[config.mk]
export PLATFORM = sky130hd
export DESIGN_NAME = gregorian_date_arithmetic
export DESIGN_NICKNAME = d
export VERILOG_FILES = /design/src/sv/gda_pkg.sv /design/src/sv/gda_front.sv /design/src/sv/gda_fifo.sv /design/src/sv/gda_back.sv /design/src/sv/gregorian_date_arithmetic.sv
export VERILOG_INCLUDE_DIRS = /design/src /design/src/sv
export SDC_FILE = /design/constraint.sdc
export NUM_CORES = 1
export LEC_CHECK = 0
export BUFFER_PORTS_ARGS = -buffer_cell sky130_fd_sc_hd__buf_2
export CORE_UTILIZATION = 55
export CTS_CLUSTER_DIAMETER = 120
export DETAILED_ROUTE_END_ITERATION = 8
export GPL_TIMING_DRIVEN = 0
export PLACE_DENSITY = 0.75
export RECOVER_POWER = 50
export SLEW_MARGIN = 10
export SYNTH_ARGS = -nofsm -noshare
export SYNTH_HDL_FRONTEND = slang
export SYNTH_SLANG_ARGS = --single-unit
[constraint.sdc]
create_clock -name clk -period 17.4 [get_ports clk]
set_input_delay 1.74 -clock clk [delete_from_list [all_inputs] [get_ports clk]]
set_output_delay 1.74 -clock clk [all_outputs]
set_load 0.03 [all_outputs]
[src/sv/gregorian_date_arithmetic_macros.svh]
// Assertion macros used by the date arithmetic back end.
`ifndef GREGORIAN_DATE_ARITHMETIC_MACROS_SVH
`define GREGORIAN_DATE_ARITHMETIC_MACROS_SVH

// Check that cons holds in the same cycle as ante; needs clk and rst_n in scope.
`define GDA_ASSERT_SAME(name, ante, cons, msg) \
  name: assert property (@(posedge clk) disable iff (!rst_n) (ante) |-> (cons)) \
    else $error(msg);

// Check that cons holds in the cycle after ante; needs clk and rst_n in scope.
`define GDA_ASSERT_NEXT(name, ante, cons, msg) \
  name: assert property (@(posedge clk) disable iff (!rst_n) (ante) |=> (cons)) \
    else $error(msg);

`endif

[src/sv/gda_pkg.sv]
// Types, constants and calendar helpers for the date arithmetic block.
package gda_pkg;

  localparam int DAY_W  = 5;
  localparam int MON_W  = 4;
  localparam int YEAR_W = 14;
  localparam int CNT_W  = 16;
  localparam int FUNC_W = 2;
  localparam int YQ_W   = 8;   // year / 100
  localparam int YR_W   = 7;   // year % 100
  localparam int YLEN_W = 9;
  localparam int PROD_W = 27;

  localparam int IN_TDATA_W  = 40;
  localparam int OUT_TDATA_W = 24;

  localparam logic [YEAR_W-1:0] MIN_YEAR     = 14'd1601;
  localparam logic [12:0]       DIV100_MUL   = 13'd5243;
  localparam int                DIV100_SHIFT = 19;
  localparam logic [YR_W-1:0]   YR_LAST      = 7'd99;

  localparam logic [MON_W-1:0]  MON_JAN  = 4'd1;
  localparam logic [MON_W-1:0]  MON_FEB  = 4'd2;
  localparam logic [MON_W-1:0]  MON_APR  = 4'd4;
  localparam logic [MON_W-1:0]  MON_JUN  = 4'd6;
  localparam logic [MON_W-1:0]  MON_SEP  = 4'd9;
  localparam logic [MON_W-1:0]  MON_NOV  = 4'd11;
  localparam logic [MON_W-1:0]  MON_DEC  = 4'd12;
  localparam logic [DAY_W-1:0]  DAY_FIRST = 5'd1;
  localparam logic [DAY_W-1:0]  DAY_LAST  = 5'd31;

  localparam logic [YLEN_W-1:0] YLEN_COMMON = 9'd365;
  localparam logic [YLEN_W-1:0] YLEN_LEAP   = 9'd366;

  // Queue between front and back.
  localparam int QDEPTH = 2;
  localparam int QPTR_W = 1;
  localparam int QCNT_W = 2;

  typedef enum logic [FUNC_W-1:0] {
    FN_VALIDATE = 2'd0,
    FN_NEXT     = 2'd1,
    FN_ADD      = 2'd2,
    FN_SUB      = 2'd3
  } func_t;

  typedef enum logic [1:0] {
    K_EMIT,
    K_ADD,
    K_SUB
  } kind_t;

  typedef enum logic [1:0] {
    ST_IDLE,
    ST_ADD,
    ST_SUB,
    ST_EMIT
  } state_t;

  // One classified job handed from front to back.
  typedef struct packed {
    kind_t               kind;
    logic                ok;
    logic [DAY_W-1:0]    day;
    logic [MON_W-1:0]    month;
    logic [YEAR_W-1:0]   year;
    logic [CNT_W-1:0]    count;
    logic [YQ_W-1:0]     yq;
    logic [YR_W-1:0]     yr;
  } entry_t;

  // Leap year from the year and its split into hundreds and remainder.
  function automatic logic is_leap(input logic [YEAR_W-1:0] y,
                                   input logic [YR_W-1:0] yr,
                                   input logic [YQ_W-1:0] yq);
    return (y[1:0] == 2'd0) && ((yr != '0) || (yq[1:0] == 2'd0));
  endfunction

  // Length of a month; codes outside 1 to 12 are screened out elsewhere.
  function automatic logic [DAY_W-1:0] month_days(input logic [MON_W-1:0] m,
                                                  input logic leap);
    logic [DAY_W-1:0] len;
    len = 5'd31;
    if (m == MON_FEB) begin
      len = leap ? 5'd29 : 5'd28;
    end else if ((m == MON_APR) || (m == MON_JUN) || (m == MON_SEP) ||
                 (m == MON_NOV)) begin
      len = 5'd30;
    end
    return len;
  endfunction

endpackage

[src/sv/gda_front.sv]
// Front end: takes input words, splits the year by 100, validates and classifies.
module gda_front #(
  parameter int MAX_YEAR = 9999
) (
  input  logic                         clk,
  input  logic                         rst_n,
  input  logic                         in_valid,
  output logic                         in_ready,
  input  gda_pkg::func_t               in_func,
  input  logic [gda_pkg::DAY_W-1:0]    in_day,
  input  logic [gda_pkg::MON_W-1:0]    in_month,
  input  logic [gda_pkg::YEAR_W-1:0]   in_year,
  input  logic [gda_pkg::CNT_W-1:0]    in_count,
  output logic                         push_valid,
  input  logic                         push_ready,
  output gda_pkg::entry_t              push_entry
);
  import gda_pkg::*;

  localparam logic [YEAR_W-1:0] MAX_Y = YEAR_W'(MAX_YEAR);

  // Stage A: raw input word
  logic                a_v_r;
  func_t               a_func_r;
  logic [DAY_W-1:0]    a_day_r;
  logic [MON_W-1:0]    a_mon_r;
  logic [YEAR_W-1:0]   a_year_r;
  logic [CNT_W-1:0]    a_cnt_r;
  // Stage B: word plus year / 100
  logic                b_v_r;
  func_t               b_func_r;
  logic [DAY_W-1:0]    b_day_r;
  logic [MON_W-1:0]    b_mon_r;
  logic [YEAR_W-1:0]   b_year_r;
  logic [CNT_W-1:0]    b_cnt_r;
  logic [YQ_W-1:0]     b_yq_r;

  logic                a_ready;
  logic                b_ready;
  logic [PROD_W-1:0]   prod;
  logic [YEAR_W:0]     hund;
  logic [YEAR_W:0]     yr_full;
  logic [YR_W-1:0]     yr;
  logic                leap;
  logic [DAY_W-1:0]    dim;
  logic                ok;

  assign b_ready  = !b_v_r || push_ready;
  assign a_ready  = !a_v_r || b_ready;
  assign in_ready = a_ready;

  // Divide by 100 through a reciprocal multiply
  assign prod = PROD_W'(a_year_r) * PROD_W'(DIV100_MUL);

  // Advance the two-stage pipe
  always_ff @(posedge clk) begin
    if (!rst_n) begin
      a_v_r <= 1'b0;
      b_v_r <= 1'b0;
    end else begin
      if (a_ready) begin
        a_v_r <= in_valid;
      end
      if (b_ready) begin
        b_v_r <= a_v_r;
      end
    end
  end

  always_ff @(posedge clk) begin
    if (in_valid && a_ready) begin
      a_func_r <= in_func;
      a_day_r  <= in_day;
      a_mon_r  <= in_month;
      a_year_r <= in_year;
      a_cnt_r  <= in_count;
    end
    if (a_v_r && b_ready) begin
      b_func_r <= a_func_r;
      b_day_r  <= a_day_r;
      b_mon_r  <= a_mon_r;
      b_year_r <= a_year_r;
      b_cnt_r  <= a_cnt_r;
      b_yq_r   <= prod[DIV100_SHIFT +: YQ_W];
    end
  end

  // Remainder by 100 with shift-adds, then leap year and month length
  assign hund    = {1'b0, b_yq_r, 6'b0} + {2'b0, b_yq_r, 5'b0} + {5'b0, b_yq_r, 2'b0};
  assign yr_full = {1'b0, b_year_r} - hund;
  assign yr      = yr_full[YR_W-1:0];
  assign leap    = is_leap(b_year_r, yr, b_yq_r);
  assign dim     = month_days(b_mon_r, leap);
  assign ok      = (b_year_r >= MIN_YEAR) && (b_year_r <= MAX_Y) &&
                   (b_mon_r >= MON_JAN) && (b_mon_r <= MON_DEC) &&
                   (b_day_r >= DAY_FIRST) && (b_day_r <= dim);

  // Classify the job
  always_comb begin
    push_entry.ok    = ok;
    push_entry.day   = b_day_r;
    push_entry.month = b_mon_r;
    push_entry.year  = b_year_r;
    push_entry.count = b_cnt_r;
    push_entry.yq    = b_yq_r;
    push_entry.yr    = yr;
    push_entry.kind  = K_EMIT;
    if (ok) begin
      unique case (b_func_r)
        FN_VALIDATE: push_entry.kind = K_EMIT;
        FN_NEXT: begin
          push_entry.kind  = K_ADD;
          push_entry.count = CNT_W'(1);
        end
        FN_ADD:      push_entry.kind = K_ADD;
        FN_SUB:      push_entry.kind = K_SUB;
        default:     push_entry.kind = K_EMIT;
      endcase
    end
  end

  assign push_valid = b_v_r;

endmodule

[src/sv/gda_fifo.sv]
// Short queue of classified jobs between front and back.
module gda_fifo (
  input  logic             clk,
  input  logic             rst_n,
  input  logic             push_valid,
  output logic             push_ready,
  input  gda_pkg::entry_t  push_entry,
  output logic             pop_valid,
  input  logic             pop,
  output gda_pkg::entry_t  pop_entry
);
  import gda_pkg::*;

  entry_t              mem [QDEPTH];
  logic [QPTR_W-1:0]   wr_ptr_r;
  logic [QPTR_W-1:0]   rd_ptr_r;
  logic [QCNT_W-1:0]   cnt_r;
  logic                do_push;
  logic                do_pop;

  assign push_ready = (cnt_r != QCNT_W'(QDEPTH));
  assign pop_valid  = (cnt_r != '0);
  assign do_push    = push_valid && push_ready;
  assign do_pop     = pop && pop_valid;
  assign pop_entry  = mem[rd_ptr_r];

  // Pointers wrap naturally: depth is a power of two
  always_ff @(posedge clk) begin
    if (!rst_n) begin
      wr_ptr_r <= '0;
      rd_ptr_r <= '0;
      cnt_r    <= '0;
    end else begin
      if (do_push) begin
        wr_ptr_r <= wr_ptr_r + 1'b1;
      end
      if (do_pop) begin
        rd_ptr_r <= rd_ptr_r + 1'b1;
      end
      if (do_push && !do_pop) begin
        cnt_r <= cnt_r + 1'b1;
      end else if (do_pop && !do_push) begin
        cnt_r <= cnt_r - 1'b1;
      end
    end
  end

  always_ff @(posedge clk) begin
    if (do_push) begin
      mem[wr_ptr_r] <= push_entry;
    end
  end

endmodule

[src/sv/gda_back.sv]
// Back end: steps the date by years and months and holds the result word.
`include "gregorian_date_arithmetic_macros.svh"

module gda_back #(
  parameter int MAX_YEAR = 9999
) (
  input  logic                         clk,
  input  logic                         rst_n,
  input  logic                         q_valid,
  input  gda_pkg::entry_t              q_entry,
  output logic                         q_pop,
  output logic                         out_valid,
  input  logic                         out_ready,
  output logic [gda_pkg::DAY_W-1:0]    out_day,
  output logic [gda_pkg::MON_W-1:0]    out_month,
  output logic [gda_pkg::YEAR_W-1:0]   out_year,
  output logic                         out_ok
);
  import gda_pkg::*;

  localparam logic [YEAR_W-1:0] MAX_Y = YEAR_W'(MAX_YEAR);

  state_t              st_r, st_nxt;
  logic [DAY_W-1:0]    d_r, d_nxt;
  logic [MON_W-1:0]    m_r, m_nxt;
  logic [YEAR_W-1:0]   y_r, y_nxt;
  logic [YQ_W-1:0]     yq_r, yq_nxt;
  logic [YR_W-1:0]     yr_r, yr_nxt;
  logic [CNT_W-1:0]    rem_r, rem_nxt;
  logic                ok_r, ok_nxt;
  logic [DAY_W-1:0]    org_day_r, org_day_nxt;
  logic [MON_W-1:0]    org_mon_r, org_mon_nxt;
  logic [YEAR_W-1:0]   org_year_r, org_year_nxt;
  logic                ov_r, ov_nxt;
  logic [DAY_W-1:0]    o_day_r, o_day_nxt;
  logic [MON_W-1:0]    o_mon_r, o_mon_nxt;
  logic [YEAR_W-1:0]   o_year_r, o_year_nxt;
  logic                o_ok_r, o_ok_nxt;

  logic                leap;
  logic [DAY_W-1:0]    dim;
  logic [DAY_W-1:0]    dim_prev;
  logic [CNT_W-1:0]    ylen;
  logic [CNT_W-1:0]    to_next;
  logic [CNT_W-1:0]    to_prev;
  logic                at_jan1;
  logic                at_dec31;
  logic [YQ_W-1:0]     yq_inc, yq_dec;
  logic [YR_W-1:0]     yr_inc, yr_dec;
  logic                fail;

  // Calendar facts for the current work date
  assign leap     = is_leap(y_r, yr_r, yq_r);
  assign dim      = month_days(m_r, leap);
  assign dim_prev = month_days(m_r - 1'b1, leap);
  assign ylen     = CNT_W'(leap ? YLEN_LEAP : YLEN_COMMON);
  assign to_next  = CNT_W'(dim) - CNT_W'(d_r) + CNT_W'(1);
  assign to_prev  = CNT_W'(d_r);
  assign at_jan1  = (d_r == DAY_FIRST) && (m_r == MON_JAN);
  assign at_dec31 = (d_r == DAY_LAST) && (m_r == MON_DEC);

  // Keep year / 100 and year % 100 in step with the year
  assign yr_inc = (yr_r == YR_LAST) ? '0 : yr_r + 1'b1;
  assign yq_inc = (yr_r == YR_LAST) ? yq_r + 1'b1 : yq_r;
  assign yr_dec = (yr_r == '0) ? YR_LAST : yr_r - 1'b1;
  assign yq_dec = (yr_r == '0) ? yq_r - 1'b1 : yq_r;

  always_comb begin
    st_nxt       = st_r;
    d_nxt        = d_r;
    m_nxt        = m_r;
    y_nxt        = y_r;
    yq_nxt       = yq_r;
    yr_nxt       = yr_r;
    rem_nxt      = rem_r;
    ok_nxt       = ok_r;
    org_day_nxt  = org_day_r;
    org_mon_nxt  = org_mon_r;
    org_year_nxt = org_year_r;
    ov_nxt       = ov_r && !out_ready;
    o_day_nxt    = o_day_r;
    o_mon_nxt    = o_mon_r;
    o_year_nxt   = o_year_r;
    o_ok_nxt     = o_ok_r;
    q_pop        = 1'b0;
    fail         = 1'b0;

    unique case (st_r)
      // Take the next job from the queue
      ST_IDLE: begin
        if (q_valid) begin
          q_pop        = 1'b1;
          d_nxt        = q_entry.day;
          m_nxt        = q_entry.month;
          y_nxt        = q_entry.year;
          yq_nxt       = q_entry.yq;
          yr_nxt       = q_entry.yr;
          rem_nxt      = q_entry.count;
          ok_nxt       = q_entry.ok;
          org_day_nxt  = q_entry.day;
          org_mon_nxt  = q_entry.month;
          org_year_nxt = q_entry.year;
          unique case (q_entry.kind)
            K_ADD:   st_nxt = ST_ADD;
            K_SUB:   st_nxt = ST_SUB;
            default: st_nxt = ST_EMIT;
          endcase
        end
      end

      // Forward: whole year from Jan 1, else to the first of next month, else finish
      ST_ADD: begin
        if (at_jan1 && (rem_r >= ylen)) begin
          if (y_r == MAX_Y) begin
            fail = 1'b1;
          end else begin
            y_nxt   = y_r + 1'b1;
            yq_nxt  = yq_inc;
            yr_nxt  = yr_inc;
            rem_nxt = rem_r - ylen;
          end
        end else if (rem_r >= to_next) begin
          rem_nxt = rem_r - to_next;
          d_nxt   = DAY_FIRST;
          if (m_r == MON_DEC) begin
            if (y_r == MAX_Y) begin
              fail = 1'b1;
            end else begin
              m_nxt  = MON_JAN;
              y_nxt  = y_r + 1'b1;
              yq_nxt = yq_inc;
              yr_nxt = yr_inc;
            end
          end else begin
            m_nxt = m_r + 1'b1;
          end
        end else begin
          d_nxt  = d_r + rem_r[DAY_W-1:0];
          ok_nxt = 1'b1;
          st_nxt = ST_EMIT;
        end
      end

      // Backward: whole year from Dec 31, else to the last of previous month, else finish
      ST_SUB: begin
        if (at_dec31 && (rem_r >= ylen)) begin
          if (y_r == MIN_YEAR) begin
            fail = 1'b1;
          end else begin
            y_nxt   = y_r - 1'b1;
            yq_nxt  = yq_dec;
            yr_nxt  = yr_dec;
            rem_nxt = rem_r - ylen;
          end
        end else if (rem_r >= to_prev) begin
          rem_nxt = rem_r - to_prev;
          if (m_r == MON_JAN) begin
            if (y_r == MIN_YEAR) begin
              fail = 1'b1;
            end else begin
              m_nxt  = MON_DEC;
              d_nxt  = DAY_LAST;
              y_nxt  = y_r - 1'b1;
              yq_nxt = yq_dec;
              yr_nxt = yr_dec;
            end
          end else begin
            m_nxt = m_r - 1'b1;
            d_nxt = dim_prev;
          end
        end else begin
          d_nxt  = d_r - rem_r[DAY_W-1:0];
          ok_nxt = 1'b1;
          st_nxt = ST_EMIT;
        end
      end

      // Hand the result to the output register once it is free
      ST_EMIT: begin
        if (!ov_r || out_ready) begin
          ov_nxt     = 1'b1;
          o_day_nxt  = d_r;
          o_mon_nxt  = m_r;
          o_year_nxt = y_r;
          o_ok_nxt   = ok_r;
          st_nxt     = ST_IDLE;
        end
      end

      default: st_nxt = ST_IDLE;
    endcase

    // Out of range: give the input date back, flagged invalid
    if (fail) begin
      d_nxt  = org_day_r;
      m_nxt  = org_mon_r;
      y_nxt  = org_year_r;
      ok_nxt = 1'b0;
      st_nxt = ST_EMIT;
    end
  end

  always_ff @(posedge clk) begin
    if (!rst_n) begin
      st_r <= ST_IDLE;
      ov_r <= 1'b0;
    end else begin
      st_r <= st_nxt;
      ov_r <= ov_nxt;
    end
  end

  always_ff @(posedge clk) begin
    d_r        <= d_nxt;
    m_r        <= m_nxt;
    y_r        <= y_nxt;
    yq_r       <= yq_nxt;
    yr_r       <= yr_nxt;
    rem_r      <= rem_nxt;
    ok_r       <= ok_nxt;
    org_day_r  <= org_day_nxt;
    org_mon_r  <= org_mon_nxt;
    org_year_r <= org_year_nxt;
    o_day_r    <= o_day_nxt;
    o_mon_r    <= o_mon_nxt;
    o_year_r   <= o_year_nxt;
    o_ok_r     <= o_ok_nxt;
  end

  assign out_valid = ov_r;
  assign out_day   = o_day_r;
  assign out_month = o_mon_r;
  assign out_year  = o_year_r;
  assign out_ok    = o_ok_r;

  `GDA_ASSERT_SAME(a_work_date_sane, (st_r == ST_ADD || st_r == ST_SUB), (yr_r <= YR_LAST && y_r >= MIN_YEAR && y_r <= MAX_Y && m_r >= MON_JAN && m_r <= MON_DEC && d_r >= DAY_FIRST), "work date left the valid calendar range")
  `GDA_ASSERT_SAME(a_rem_shrinks, (st_r == ST_ADD || st_r == ST_SUB) ##1 (st_r == ST_ADD || st_r == ST_SUB), (rem_r < $past(rem_r)), "stepping did not reduce the remaining day count")
  `GDA_ASSERT_NEXT(a_emit_holds, (st_r == ST_EMIT && ov_r && !out_ready), (st_r == ST_EMIT && $stable(d_r) && $stable(m_r) && $stable(y_r)), "pending result lost while output is blocked")
  `GDA_ASSERT_NEXT(a_pop_starts_job, q_pop, (st_r != ST_IDLE), "popped job was not started")

endmodule

[src/sv/gregorian_date_arithmetic.sv]
// Gregorian date arithmetic: validate, next day, add or subtract a day count.
// Each input word gives exactly one result word, in order. A front end registers
// the word, then registers it again with year / 100, validates the date and
// classifies the job. A two-entry queue then feeds a back end that walks the
// date one month or one whole year per cycle. Reaching a year boundary takes
// at most 12 month steps. A count of 65535 then needs up to 179 whole-year
// steps, then at most 11 month steps and a final day step. The count keeps
// these maxima from falling together, so the worst case is about 197 steps.
// Beyond its steps, the back end spends an idle state taking each job and an
// emit state handing on the result, and its stepping loop sets the rate.
// Invalid input, or a result outside 1601-01-01 to MAX_YEAR-12-31, returns
// the input date with valid_res low.
module gregorian_date_arithmetic #(
  parameter int MAX_YEAR = 9999
) (
  input  logic                                 clk,
  input  logic                                 rst_n,
  input  logic                                 in_tvalid,
  output logic                                 in_tready,
  // day_in[4:0], month_in[8:5], year_in[22:9], day_count[38:23], zero[39]
  input  logic [gda_pkg::IN_TDATA_W-1:0]       in_tdata,
  // func[1:0]
  input  logic [gda_pkg::FUNC_W-1:0]           in_tuser,
  output logic                                 out_tvalid,
  input  logic                                 out_tready,
  // day_out[4:0], month_out[8:5], year_out[22:9], zero[23]
  output logic [gda_pkg::OUT_TDATA_W-1:0]      out_tdata,
  // valid_res[0]
  output logic [0:0]                           out_tuser
);
  import gda_pkg::*;

  logic                push_valid;
  logic                push_ready;
  entry_t              push_entry;
  logic                q_valid;
  logic                q_pop;
  entry_t              q_entry;
  logic [DAY_W-1:0]    out_day;
  logic [MON_W-1:0]    out_month;
  logic [YEAR_W-1:0]   out_year;
  logic                out_ok;

  gda_front #(
    .MAX_YEAR (MAX_YEAR)
  ) u_front (
    .clk        (clk),
    .rst_n      (rst_n),
    .in_valid   (in_tvalid),
    .in_ready   (in_tready),
    .in_func    (func_t'(in_tuser)),
    .in_day     (in_tdata[4:0]),
    .in_month   (in_tdata[8:5]),
    .in_year    (in_tdata[22:9]),
    .in_count   (in_tdata[38:23]),
    .push_valid (push_valid),
    .push_ready (push_ready),
    .push_entry (push_entry)
  );

  gda_fifo u_fifo (
    .clk        (clk),
    .rst_n      (rst_n),
    .push_valid (push_valid),
    .push_ready (push_ready),
    .push_entry (push_entry),
    .pop_valid  (q_valid),
    .pop        (q_pop),
    .pop_entry  (q_entry)
  );

  gda_back #(
    .MAX_YEAR (MAX_YEAR)
  ) u_back (
    .clk       (clk),
    .rst_n     (rst_n),
    .q_valid   (q_valid),
    .q_entry   (q_entry),
    .q_pop     (q_pop),
    .out_valid (out_tvalid),
    .out_ready (out_tready),
    .out_day   (out_day),
    .out_month (out_month),
    .out_year  (out_year),
    .out_ok    (out_ok)
  );

  // Pack the result word
  assign out_tdata = {1'b0, out_year, out_month, out_day};
  assign out_tuser = out_ok;

endmodule
After elaboration in Yosys (flattened, before gate mapping)
Memory sizes are Yosys's and may differ from the RTL's. A register that Yosys moved wholly into a read port is not among the register bits.
Cells that the tools add are included.
Word-level totals
  register bits: 201
  input port bits: 46
  memories kept: 1
  memory bits (writable): 114
  output and inout port bits: 27
Operators by class
  $mul: 1
  eq/ne operators: 57
  reductions and logical operators: 61
  mux-type cells: 110
  magnitude comparators: 9
  add/sub/neg operators: 22
Memories
  u_fifo.mem: depth 2, bits a word 57, read ports 1, clocked after memory_dff 1, write ports 1, RTL line gda_fifo.sv:14  | entry_t mem [QDEPTH];
Operator list (count)
  16-bit two-way mux: 9
  14-bit two-way mux: 10
  8-bit two-way mux: 11
  7-bit two-way mux: 11
  5-bit two-way mux: 11
  16-bit one-hot mux with 3 select lines: 1
  14-bit one-hot mux with 3 select lines: 1
  4-bit two-way mux: 10
  16-bit >= comparator: 2
  16-bit subtractor: 2
  6-bit AND reduction: 5
  4-bit == test, second input constant: 7
  14-bit by 13-bit multiplier with 27-bit output, second input constant: 1
  1-bit two-way mux: 26
  4-bit by 3-bit == test with 1-bit output, second input constant: 6
  8-bit one-hot mux with 3 select lines: 1
  2-bit two-way mux: 11
  3-bit by 1-bit inequality test with 1-bit output, second input constant: 7
  7-bit one-hot mux with 3 select lines: 1
  1-bit logical AND: 18
  16-bit by 1-bit adder with 16-bit output, second input constant: 1
  16-bit by 5-bit >= comparator with 1-bit output: 1
  4-bit by 1-bit inequality test with 1-bit output, second input constant: 4
  16-bit by 5-bit subtractor with 16-bit output: 1
  55 further kinds: 102

Depth between registers and ports, before layout
Gate-level depths: netlist of the first run.
  depth after elaboration: 14
  gate-level depth with buffers: 27

Cells and area by module
Synthesis of the first run repeated with hierarchy kept, for this count alone.
Second synthesis, totals
  cell total of the unflattened synthesis: 1522
  area total of the unflattened synthesis: 18621.6 µm²
By module, submodules not included
  gda_back: cells each 826, seq. area each 2932.8 µm², area each 7666.1 µm², times used 1
  gda_front: cells each 493, seq. area each 2742.6 µm², area each 6585.1 µm², times used 1
  gda_fifo: cells each 201, seq. area each 3523.4 µm², area each 4359.2 µm², times used 1
  gregorian_date_arithmetic: cells each 2, seq. area each 0.0 µm², area each 11.3 µm², times used 1

Least setup slack after synthesis of the first run
No wires, ideal clock.
  path type: reg-to-reg
  from: register u_back.yr_r[1]
  to: register u_back.y_r[0], enable pin
  path slack: 10.447 ns
  path buffers: 2
  cell stages (with the launch flop): 27
  arrival: 6.564 ns
  data required time: 17.010 ns
  clock period less this slack: 6.953 ns
  cells stage by stage: edfxtp_1 > inv_1 > ha_1 > or4b_1 > or3_1 > o211ai_1 > a211oi_1 > a21oi_1 > ha_1 > inv_1 > a211oi_1 > and3_1 > clkbuf_1 > and3_1 > a21oi_1 > nand2b_1 > ha_1 > ha_1 > nand4_1 > a211oi_1 > o41a_1 > o21ai_0 > a21boi_1 > a21o_1 > buf_2 > nand2_1 > a21oi_1
Between the ends
  word-level cells in the longest chain between the ends: 13
  elaborated cells on any way between the ends: 23
  classes of those cells: 2 x add/sub; 2 x order compare; 5 x eq/ne; 7 x mux; 7 x reduce/logical
RTL lines
  start: declaration: RTL line gda_back.sv:28  | logic [YR_W-1:0] yr_r, yr_nxt;
  start signal: assignment: RTL line gda_back.sv:218  | yr_r <= yr_nxt;
  7-bit nonzero test (*): RTL line gda_pkg.sv:76  | return (y[1:0] == 2'd0) && ((yr != '0) || (yq[1:0] == 2'd0));
  1-bit logical OR (*): RTL line gda_pkg.sv:76
  1-bit logical AND (*): RTL line gda_pkg.sv:76
  1-bit two-way mux: RTL line gda_pkg.sv:85  | len = leap ? 5'd29 : 5'd28;
  5-bit two-way mux: RTL line gda_pkg.sv:84  | if (m == MON_FEB) begin
  5-bit by 5-bit subtractor with 6-bit output: RTL line gda_back.sv:57  | assign to_next = CNT_W'(dim) - CNT_W'(d_r) + CNT_W'(1);
  16-bit by 1-bit adder with 16-bit output: RTL line gda_back.sv:57
  16-bit >= comparator: RTL line gda_back.sv:122  | end else if (rem_r >= to_next) begin
  1-bit two-way mux: RTL line gda_back.sv:122
  1-bit two-way mux: RTL line gda_back.sv:113  | if (at_jan1 && (rem_r >= ylen)) begin
  1-bit one-hot mux with 2 select lines: RTL line gda_back.sv:88  | unique case (st_r)
  4-bit by 1-bit inequality test with 1-bit output (no source line) (tied with other cells)
  6-bit AND reduction (no source line) (*)
  end signal: assignment: RTL line gda_back.sv:216  | y_r <= y_nxt;
  end: declaration: RTL line gda_back.sv:26  | logic [YEAR_W-1:0] y_r, y_nxt;
Mark *: on every way between the ends. The rest lies on a longest branch, timed or not.
A chain may end at the register's enable or synchronous reset.

Final worst setup path of the first run
  from: register u_back.yr_r[0]
  to: register u_back.y_r[11], enable pin
Same word-level chain as after synthesis.

==> reports/qor.csv, run 1 <==
stage,metric,value,unit
setup_path,worst reg2reg startpoint,u_back.yr_r[0],
floorplanning,row count,65,
final_layout,"commonest non-fill, non-tap cell in the layout",edfxtp_1,
placed_design,Routability Congestion,0.9508,
sta,RSZ-0062 raised after global routing,no,
power_and_ir_drop,sw power,0.001555,W
final_layout,total inserted antenna cells,0,
sta,Max Slew Vio Count,97,
drt,Avg Vias per Cell,5.890,
run_status,violations in the final reports,"capacitance limit, slew limit",
clock_network,CTS root buf,clkbuf_16,
setup_path,Worst setup EP type,flip-flop,
sta,fin crit share,51.28,%
final_layout,Layout Utilization,62.62,%
placed_design,port bufs,70,
global_route,largest net degree at the start of global routing,36,
power_and_ir_drop,PwrDens,187.1,nW/um^2
sta,Setup TNS,0,ns
run,maxcap violations,3,
clock_network,TritonCTS buffer count,30,
final_layout,fillers,2480,
power_and_ir_drop,sequential share of power,30.0,%
floorplanning,Die H,182.2,um
placed_design,post-DP HPWL,30200,um
floorplanning,Core Area,31720,um^2
global_route,first-pass GRT wire length,63670,um
sta,Fin Clk Skew,0.01504,ns
sta,worst slew margin relative to its limit,-72.41,%
logic_synthesis,Mapped Cells,1515,
clock_network,Longest Clk Path Bufs,3,
clock_network,Sink Count,291,
power_and_ir_drop,Gate power share,51.7,%
final_layout,Layout Cells excl Fill,2049,
sta,fmax,112.1,MHz
setup_path,reg2reg path depth,26,
logic_synthesis,ys async rst share,0,%
sta,Slew @ Worst Pin,2.577,ns
sta,fin crit period,8.922,ns
global_route,grt ovf,0,
setup_path,CP max FO,14,
clock_network,Post-CTS Resized,0,
floorplanning,IO Pins,73,
floorplanning,Starting Density,56.29,%
run_status,status,finished with violations,
placed_design,Placed Cells,1993,
clock_network,Post-CTS Hold Buffers,0,
drt,first-pass iteration count of the detailed router,8,
power_and_ir_drop,Power Internal,0.002161,W
power_and_ir_drop,Pleak,7.823,nW
drt,DRC errors left,0,
setup_path,Startpoint Class,flip-flop,
global_route,All-Layer GR Usage,24.59,%
setup_path,Crit Path Class,reg2reg,
power_and_ir_drop,Worst VDD drop,0.1163,mV
setup_path,origin of the worst setup path,u_back.yr_r[0],
clock_network,CTS HTree Levels,1,
clock_network,latest clock arrival within the worst-skew pair,0.56,ns
drt,ANT nets after route,0,
clock_network,clock-pin slew on the worst setup and hold paths,0.06,ns
logic_synthesis,Synth Flop Type,edfxtp_1,
logic_synthesis,synthesized cell area,17850,um^2
setup_path,CP endpoint,u_back.y_r[11],
setup_path,Reg-to-Reg End,u_back.y_r[11],
logic_synthesis,Synthesis Warnings,0,
final_layout,Area Overhead vs Synth,11.25,%
logic_synthesis,Syn Nets,1794,
clock_network,TritonCTS clock tree,built,
sta,final setup violation count,0,
setup_path,worst endpoint required time,17.59,ns
final_layout,Final nets,1902,
floorplanning,Die X,182.2,um
logic_synthesis,post-synthesis sequential area ratio,48.33,%
drt,initial drt markers,975,
final_layout,share of cells above drive strength 1,10.32,%
clock_network,Post-CTS Setup Bufs,0,
floorplanning,Die ar.,33190,um^2
global_route,initial antenna violation count,0,
drt,per-cell routed wire length,19.56,um
sta,Hold Fails Final Rpt,0,
power_and_ir_drop,total power,0.003716,W
logic_synthesis,synthesized flop and latch total,291,
logic_synthesis,"Avg Cell Area, Syn",11.79,um^2
drt,Post-Route WL,40080,um
worst_hold_path,HP Class,reg2reg,
worst_hold_path,Hold Crit Start,u_front.a_cnt_r[7],
global_route,vias in the first global route,12080,
setup_path,CP arrival,9.11,ns
drt,DR vias,12070,
setup_path,R2R Setup Slk,8.48,ns
logic_synthesis,number of flops mapped to enable cells by yosys,280,
power_and_ir_drop,switching fraction of total power,41.85,%
logic_synthesis,Synth cell types,88,
power_and_ir_drop,Clk pwr share,18.3,%
final_layout,"commonest cells after routing, fill and taps aside","edfxtp_1 (280), inv_1 (168), ha_1 (164), nand2_1 (97), nor2_1 (87)",
==> worst max-delay path: stages (launching register included) <==
cell      delay (ns)
edfxtp_1        0.51
inv_1           0.12
ha_1            0.20
or4b_1          0.52
or3_1           0.47
o211ai_1        0.58
a211oi_1        0.18
a21oi_1         0.31
ha_1            0.25
inv_1           0.05
a211oi_1        0.51
and3_1          0.23
clkbuf_1        0.29
and3_1          0.26
a21oi_1         0.05
nand2b_1        0.19
ha_1            0.31
ha_1            0.38
nand4_1         0.18
a211oi_1        0.38
o41a_1          0.27
o21ai_0         0.25
a21boi_1        0.62
a21o_1          0.35
buf_2           0.26
nand2_1         0.14
a21oi_2         0.68
==> flip-flops by register name (all words and copies together), names as in the netlist, 7 cells and up, named ones only <==
register,flops
u_front.b_year_r,14
u_front.b_cnt_r,16
u_back.out_year,14
u_front.a_year_r,14
u_back.org_year_r,14
u_fifo.mem,98
u_back.yr_r,7
u_front.a_cnt_r,16
u_back.y_r,14
u_back.rem_r,16
==> logic make-up (layout without fill, tap and decap cells) <==
logic type	Yosys count	after routing	share of synthesized area (%)
adder cells (fa/ha/maj)	233	233	19.23
multiplexers	54	54	3.189
XOR/XNOR	66	66	3.238
flip-flops	291	291	48.33
buffers and inverters	214	346	4.723
AO/OA/AOI/OAI	297	297	11.16
AND/OR/NAND/NOR	359	359	10.11
other	1	1	0.02100
==> layout make-up <==
class	instances	area (um^2)	share of cell area (%)
sequential	291	8628	43.44
multi-input combinational	1010	8393	42.26
clock buffer	36	783.3	3.943
inverter	168	630.6	3.175
tap	402	503.0	2.532
timing repair buffer	76	444.2	2.236
clock inverter	20	267.8	1.348
buffer	46	212.7	1.071
==> routing by layer <==
layer  vias up  track usage [%]  routed length, um
met3        86            2.415               2232
met5         -                0                  0
met1      5865            34.28              17910
met2       416            40.54              18690
li1       5702                -                  -
met4         0            8.235               1242
==> how the worst min path moves through the flow <==
| stage | to | slack, ns | depth (start not counted) |
|---|---|---|---|
| 2_1_floorplan | u_front.b_cnt_r[0] | 0.40 | 0 |
| 3_3_place_gp | u_front.b_cnt_r[11] | 0.40 | 0 |
| 3_5_place_dp | u_front.b_cnt_r[2] | 0.40 | 0 |
| 4_1_cts | u_front.b_cnt_r[7] | 0.41 | 0 |
| 5_1_grt | u_front.b_cnt_r[7] | 0.42 | 0 |
| 6_report | u_front.b_cnt_r[7] | 0.41 | 0 |
==> synth_stat cells, drive strengths merged, types with 5 or more instances <==
cell type | n | share of area [%]
a211oi | 17 | 0.71
a21o | 11 | 0.50
a21oi | 73 | 2.1
a221oi | 10 | 0.49
a31oi | 20 | 0.70
and2 | 25 | 0.88
and3 | 10 | 0.36
buf | 15 | 0.54
clkbuf | 31 | 0.65
dfxtp | 11 | 1.2
edfxtp | 280 | 47
fa | 69 | 7.7
ha | 164 | 11
inv | 168 | 3.5
mux2 | 23 | 1.5
mux2i | 31 | 1.7
nand2 | 98 | 2.1
nand2b | 9 | 0.32
nand3 | 18 | 0.50
nand3b | 7 | 0.29
nand4 | 10 | 0.35
nor2 | 88 | 1.9
nor2b | 17 | 0.60
nor3 | 32 | 0.90
nor4 | 8 | 0.36
o211ai | 11 | 0.46
o21a | 17 | 0.71
o21ai | 63 | 1.8
o21bai | 5 | 0.21
o22ai | 8 | 0.32
o31ai | 8 | 0.36
or2 | 7 | 0.26
or3 | 10 | 0.35
xnor2 | 53 | 2.6
xor2 | 13 | 0.64
==> power by group through the flow <==
stage	logic [W]	registers, W	clock network (W)
6_report	0.00192	0.00112	0.000680
5_1_grt	0.00213	0.00113	0.000712
4_1_cts	0.00190	0.00111	0.000686
3_5_place_dp	0.00188	0.00113	0
3_3_place_gp	0.00181	0.00112	0
2_1_floorplan	0.00140	0.00109	0
==> stage by stage <==
stage	area (um^2)	setup slack, ns	hold WS, ns
2_1_floorplan	17850	10.45	0.4003
3_3_place_gp	18710	8.404	0.4010
3_5_place_dp	18860	8.285	0.4045
4_1_cts	19910	8.193	0.4140
5_1_grt	19860	7.887	0.4179
6_report	19860	8.478	0.4127
No activity file was read; power rests on OpenSTA's default activity.
==> run 2: changes to the inputs <==
Settings changed: PLACE_DENSITY 0.75 to 0.78.
Clock period 17.4 ns to 7.8 ns, I/O delays scaled along.
==> reports/qor.csv, run 2 (synthesis gave the netlist of run 1 again) <==
stage,metric,value,unit,change
run,maxcap violations,3,,unchanged
setup_path,Worst setup EP type,flip-flop,,unchanged
worst_hold_path,HP Class,in2reg,,was reg2reg
floorplanning,row count,65,,unchanged
sta,RSZ-0062 raised after global routing,no,,unchanged
setup_path,Startpoint Class,flip-flop,,unchanged
global_route,initial antenna violation count,1,,was 0
global_route,M2 GR Usage,41.39,%,was 40.54%
drt,first-pass iteration count of the detailed router,5,,was 8
global_route,largest net degree at the start of global routing,37,,was 36
placed_design,port bufs,70,,unchanged
drt,Post-Route WL,40300,um,"was 40,080 um"
clock_network,latest clock arrival within the worst-skew pair,0.58,ns,was 0.56 ns
final_layout,fillers,2440,,"was 2,480"
floorplanning,IO Pins,73,,unchanged
clock_network,Longest Clk Path Bufs,3,,unchanged
global_route,grt ovf,0,,unchanged
final_layout,Area Overhead vs Synth,11.48,%,was 11.25%
run_status,violations in the final reports,"capacitance limit, slew limit",,unchanged
drt,DR vias,12060,,"was 12,070"
sta,fmax,136.0,MHz,was 112.1 MHz
power_and_ir_drop,Worst VDD drop,0.2616,mV,was 0.1163 mV
sta,Slew @ Worst Pin,2.005,ns,was 2.577 ns
global_route,first-pass GRT wire length,64450,um,"was 63,670 um"
final_layout,max FFs per register,98,,unchanged
global_route,vias in the first global route,12220,,"was 12,080"
sta,Fin Clk Skew,0.01375,ns,was 0.01504 ns
setup_path,Crit Path Class,reg2reg,,unchanged
drt,initial drt markers,938,,was 975
clock_network,CTS HTree Levels,1,,unchanged
placed_design,Placed Cells,1993,,unchanged
setup_path,CP arrival,7.64,ns,was 9.11 ns
power_and_ir_drop,Pleak,7.835,nW,was 7.823 nW
setup_path,worst endpoint required time,8.09,ns,was 17.59 ns
drt,DRC errors left,0,,unchanged
floorplanning,Core Area,31720,um^2,unchanged
global_route,met3 Track Usage GR,3.532,%,was 2.415%
setup_path,R2R Setup Slk,0.44,ns,was 8.48 ns
clock_network,TritonCTS clock tree,built,,unchanged
final_layout,largest register by flop count,u_fifo.mem,,unchanged
sta,Max Slew Vio Count,93,,was 97
floorplanning,Die ar.,33190,um^2,unchanged
global_route,met1 usage,33.78,%,was 34.28%
clock_network,clock-pin slew on the worst setup and hold paths,0.06,ns,about the same
placed_design,Routability Congestion,0.9187,,was 0.9508
final_layout,total inserted antenna cells,0,,unchanged
final_layout,Layout Cells excl Fill,2055,,"was 2,049"
floorplanning,Die X,182.2,um,unchanged
clock_network,Sink Count,291,,unchanged
sta,final setup violation count,0,,unchanged
floorplanning,Starting Density,56.29,%,unchanged
power_and_ir_drop,PwrDens,418.9,nW/um^2,was 187.1 nW/um^2
setup_path,CP max FO,14,,unchanged
clock_network,TritonCTS buffer count,31,,was 30
global_route,Top Usage Layer GRT,met2,,unchanged
final_layout,Final nets,1908,,"was 1,902"
drt,Avg Vias per Cell,5.869,,was 5.890
drt,per-cell routed wire length,19.61,um,was 19.56 um
sta,worst slew margin relative to its limit,-33.69,%,was -72.41%
sta,Hold WS,0.3794,ns,was 0.4127 ns
sta,fin crit period,7.355,ns,was 8.922 ns
sta,Hold Fails Final Rpt,0,,unchanged
final_layout,"commonest non-fill, non-tap cell in the layout",edfxtp_1,,unchanged
run_status,status,finished with violations,,unchanged
global_route,All-Layer GR Usage,24.74,%,was 24.59%
drt,ANT nets after route,0,,unchanged
clock_network,Post-CTS Hold Buffers,0,,unchanged
sta,fin crit share,94.30,%,was 51.28%
clock_network,CTS root buf,clkbuf_16,,unchanged
final_layout,"commonest cells after routing, fill and taps aside","edfxtp_1 (280), inv_1 (168), ha_1 (164), nand2_1 (97), nor2_1 (86)",,"was edfxtp_1 (280), inv_1 (168), ha_1 (164), nand2_1 (97), nor2_1 (87)"
final_layout,share of cells above drive strength 1,10.89,%,was 10.32%
floorplanning,Die H,182.2,um,unchanged
placed_design,post-DP HPWL,30350,um,"was 30,200 um"
## run 2: cell count changes in the layout (fill, tap and decap cells not counted), moves of 3 or more
cell	change
buf_4	+5
and2_0	+3
and2_1	-3
clkbuf_1	+3
mux2_1	-3
mux2_2	+3
## run 2: final timing paths
check                       from              endpoint  cells past startpoint
min reg2reg  u_front.a_cnt_r[14]   u_front.b_cnt_r[14]                      0
max               u_back.yr_r[0]        u_back.y_r[11]                     26
max reg2reg       u_back.yr_r[0]        u_back.y_r[11]                     26
min                 in_tdata[19]  u_front.a_year_r[10]                      1
## run 2: worst max-delay path: stages (launching register included)
cell,delay [ns]
edfxtp_1,0.50
inv_1,0.12
ha_1,0.20
or4b_1,0.50
or3_1,0.46
o211ai_1,0.21
buf_4,0.15
a211oi_1,0.06
a21oi_1,0.27
ha_1,0.25
inv_1,0.06
a211oi_2,0.35
and3_1,0.42
and3_1,0.26
a21oi_1,0.05
nand2b_1,0.20
ha_1,0.31
ha_1,0.37
nand4_1,0.19
o311ai_0,0.45
o21ai_1,0.24
a21boi_2,0.26
a21o_1,0.30
buf_2,0.26
nand2_1,0.18
a21oi_4,0.26
buf_12,0.16
## run 2: what timing repair did
item                       4_1_cts  5_1_grt
pin swaps                        3        0
setup endpoints to repair       48       73
gates resized for setup          5        6
setup buffers                    6        0
hold endpoints to repair         0        0
## run 2: cell type report
cell class / instances / area [um^2] / share of cell area (%)
well taps: 402 / 503.0 / 2.527
plain buffers: 45 / 209.0 / 1.050
multi-input cells: 1010 / 8436 / 42.38
clock inverters: 16 / 196.4 / 0.9869
clock buffers: 41 / 833.3 / 4.187
repair buffers: 82 / 467.9 / 2.351
flip-flops and latches: 291 / 8628 / 43.35
inverters: 168 / 630.6 / 3.168
## run 2: power by group
part	leakage (nW)	internal [W]	total [W]	switching, W
sequential	2.71	0.00220	0.00249	0.000288
clock	0.502	0.000883	0.00148	0.000595
combinational	4.62	0.00175	0.00437	0.00261
## run 2: stage by stage
step	util (%)	instance area [um^2]	setup TNS, ns	setup slack (ns)	total power, W
4_1_cts	62.89	19950	0	0.02908	0.008287
2_1_floorplan	-	17850	0	0.8465	0.005563
5_1_grt	62.75	19900	0	0.09450	0.008940
3_5_place_dp	59.39	18840	-27.49	-1.324	0.006706
3_3_place_gp	58.98	18710	-32.76	-1.207	0.006543
6_report	62.75	19900	0	0.4447	0.008338
## run 2: metal layers
metal / wire [um] / vias to the layer above
met5: 14 / -
met4: 1123 / 2
met3: 2467 / 77
met2: 19120 / 418
met1: 17570 / 5831
li1: - / 5733
==> run 3: changes to the inputs <==
Settings changed: BUFFER_PORTS_ARGS -buffer_cell sky130_fd_sc_hd__buf_2 to not set, DONT_BUFFER_PORTS set to 1, PLACE_DENSITY 0.78 to 0.76.
==> reports/qor.csv, run 3 (synthesis gave the netlist of run 1 again) <==
stage,metric,value,unit,change
global_route,first-pass GRT wire length,62880,um,"was 64,450 um"
sta,fin crit share,94.16,%,was 94.30%
floorplanning,row count,65,,unchanged
global_route,grt ovf,0,,unchanged
setup_path,critical path buffer and inverter count,4,,was 5
clock_network,clock-pin slew on the worst setup and hold paths,0.06,ns,about the same
power_and_ir_drop,PwrDens,423.1,nW/um^2,was 418.9 nW/um^2
placed_design,post-DP HPWL,29650,um,"was 30,350 um"
sta,Hold Fails Final Rpt,0,,unchanged
final_layout,"commonest cells after routing, fill and taps aside","edfxtp_1 (280), inv_1 (168), ha_1 (164), nand2_1 (97), nor2_1 (86)",,unchanged
drt,first-pass iteration count of the detailed router,5,,unchanged
sta,RSZ-0062 raised after global routing,no,,unchanged
setup_path,Crit path largest cell delay,0.50,ns,about the same
run,maxcap violations,3,,unchanged
final_layout,fillers,2449,,"was 2,440"
sta,fin crit period,7.345,ns,was 7.355 ns
floorplanning,IO Pins,73,,unchanged
drt,initial drt markers,1213,,was 938
floorplanning,Core Area,31720,um^2,unchanged
clock_network,Sink Count,291,,unchanged
setup_path,family with the most delay on the worst path,compound AO/OA/AOI/OAI gates,,unchanged
setup_path,Worst setup EP type,flip-flop,,unchanged
clock_network,Post-CTS Hold Buffers,0,,unchanged
floorplanning,Die X,182.2,um,unchanged
run_status,status,finished with violations,,unchanged
final_layout,"commonest non-fill, non-tap cell in the layout",edfxtp_1,,unchanged
sta,Max Slew Vio Count,91,,was 93
clock_network,Longest Clk Path Bufs,3,,unchanged
worst_hold_path,HP Class,in2reg,,unchanged
setup_path,CP max FO,14,,unchanged
setup_path,worst endpoint required time,8.08,ns,was 8.09 ns
floorplanning,Die ar.,33190,um^2,unchanged
drt,DR vias,11820,,"was 12,060"
sta,fmax,136.2,MHz,was 136.0 MHz
final_layout,share of cells above drive strength 1,6.827,%,was 10.89%
setup_path,Startpoint Class,flip-flop,,unchanged
drt,Avg Vias per Cell,5.955,,was 5.869
floorplanning,Starting Density,56.29,%,unchanged
final_layout,Final nets,1837,,"was 1,908"
sta,final worst setup slack,0.4553,ns,was 0.4447 ns
power_and_ir_drop,Pleak,7.540,nW,was 7.835 nW
global_route,All-Layer GR Usage,24.39,%,was 24.74%
global_route,vias in the first global route,11710,,"was 12,220"
global_route,largest net degree at the start of global routing,37,,unchanged
final_layout,largest register by flop count,u_fifo.mem,,unchanged
clock_network,latest clock arrival within the worst-skew pair,0.57,ns,was 0.58 ns
floorplanning,Die H,182.2,um,unchanged
power_and_ir_drop,total power,0.008256,W,was 0.008338 W
global_route,initial antenna violation count,0,,was 1
run_status,violations in the final reports,"capacitance limit, slew limit",,unchanged
placed_design,Routability Congestion,0.9459,,was 0.9187
final_layout,Area Overhead vs Synth,9.299,%,was 11.48%
setup_path,"Slowest-stage cell, CP",edfxtp_1,,unchanged
final_layout,total inserted antenna cells,0,,unchanged
power_and_ir_drop,Worst VDD drop,0.2647,mV,was 0.2616 mV
drt,per-cell routed wire length,19.97,um,was 19.61 um
sta,Fin Clk Skew,0.02797,ns,was 0.01375 ns
clock_network,CTS root buf,clkbuf_16,,unchanged
drt,ANT nets after route,0,,unchanged
drt,DRC errors left,0,,unchanged
sta,Slew @ Worst Pin,2.010,ns,was 2.005 ns
final_layout,max FFs per register,98,,unchanged
setup_path,CP arrival,7.62,ns,was 7.64 ns
placed_design,port bufs,0,,was 70
setup_path,Crit Path Class,reg2reg,,unchanged
sta,final setup violation count,0,,unchanged
clock_network,CTS HTree Levels,1,,unchanged
sta,worst slew margin relative to its limit,-33.97,%,was -33.69%
placed_design,"worst slack, placed",-1.308,ns,was -1.324 ns
clock_network,TritonCTS buffer count,31,,unchanged
setup_path,cell mode on critical path,ha_1,,unchanged
drt,Post-Route WL,39620,um,"was 40,300 um"
clock_network,TritonCTS clock tree,built,,unchanged
==> run 3: cell count changes in the layout (fill, tap and decap cells not counted), moves of 2 or more <==
cell      before  now
buf_2         70    2
and2_0         4    2
clkbuf_1      43   45
clkbuf_8       2    0
clkinv_2       5    3
==> run 3: through the flow <==
stage	cells	area, um^2	TNS (ns)	hold WS, ns	util (%)
3_3_place_gp	1917	18360	-29.98	0.4031	57.88
2_1_floorplan	1515	17850	0	0.4003	-
4_1_cts	1985	19570	0	0.2774	61.68
3_5_place_dp	1923	18500	-25.56	0.4045	58.33
5_1_grt	1984	19520	0	0.2821	61.53
6_report	1984	19520	0	0.3070	61.53
==> run 3: power by group <==
part / internal (W) / total [W] / switching, W
Combinational: 0.00173 / 0.00429 / 0.00256
Clock: 0.000864 / 0.00145 / 0.000584
Sequential: 0.00221 / 0.00251 / 0.000308
==> run 3: final timing paths <==
check        cells after the start  slack, ns                    to                start
max                             26       0.46        u_back.y_r[12]       u_back.yr_r[0]
min                              0       0.31  u_front.a_year_r[10]         in_tdata[19]
max reg2reg                     26       0.46        u_back.y_r[12]       u_back.yr_r[0]
min reg2reg                      0       0.41   u_front.b_cnt_r[15]  u_front.a_cnt_r[15]
==> run 3: area by class of cell <==
cell class              instances  area (um^2)  share of cell area (%)
plain buffers                  45        209.0                   1.071
repair buffers                 11        112.6                  0.5770
well taps                     402        503.0                   2.577
clock inverters                14        175.2                  0.8976
inverters                     168        630.6                   3.231
clock buffers                  43        820.8                   4.206
flip-flops and latches        291         8628                   44.21
multi-input cells            1010         8436                   43.23
==> run 3: routing by layer <==
layer  vias up  global-route usage (%)  share of wire (%)
li1       5579                       -                  -
met1      5725                   34.04                 45
met2       429                   40.11                 47
met3        82                   3.373                6.3
met4         0                   6.655                2.6
met5         -                       0                  0
==> run 3: what timing repair did <==
action,in CTS,in global routing
resized for setup,5,7
setup buffers,5,0
pin swaps,3,0
setup endpoints to repair,47,59
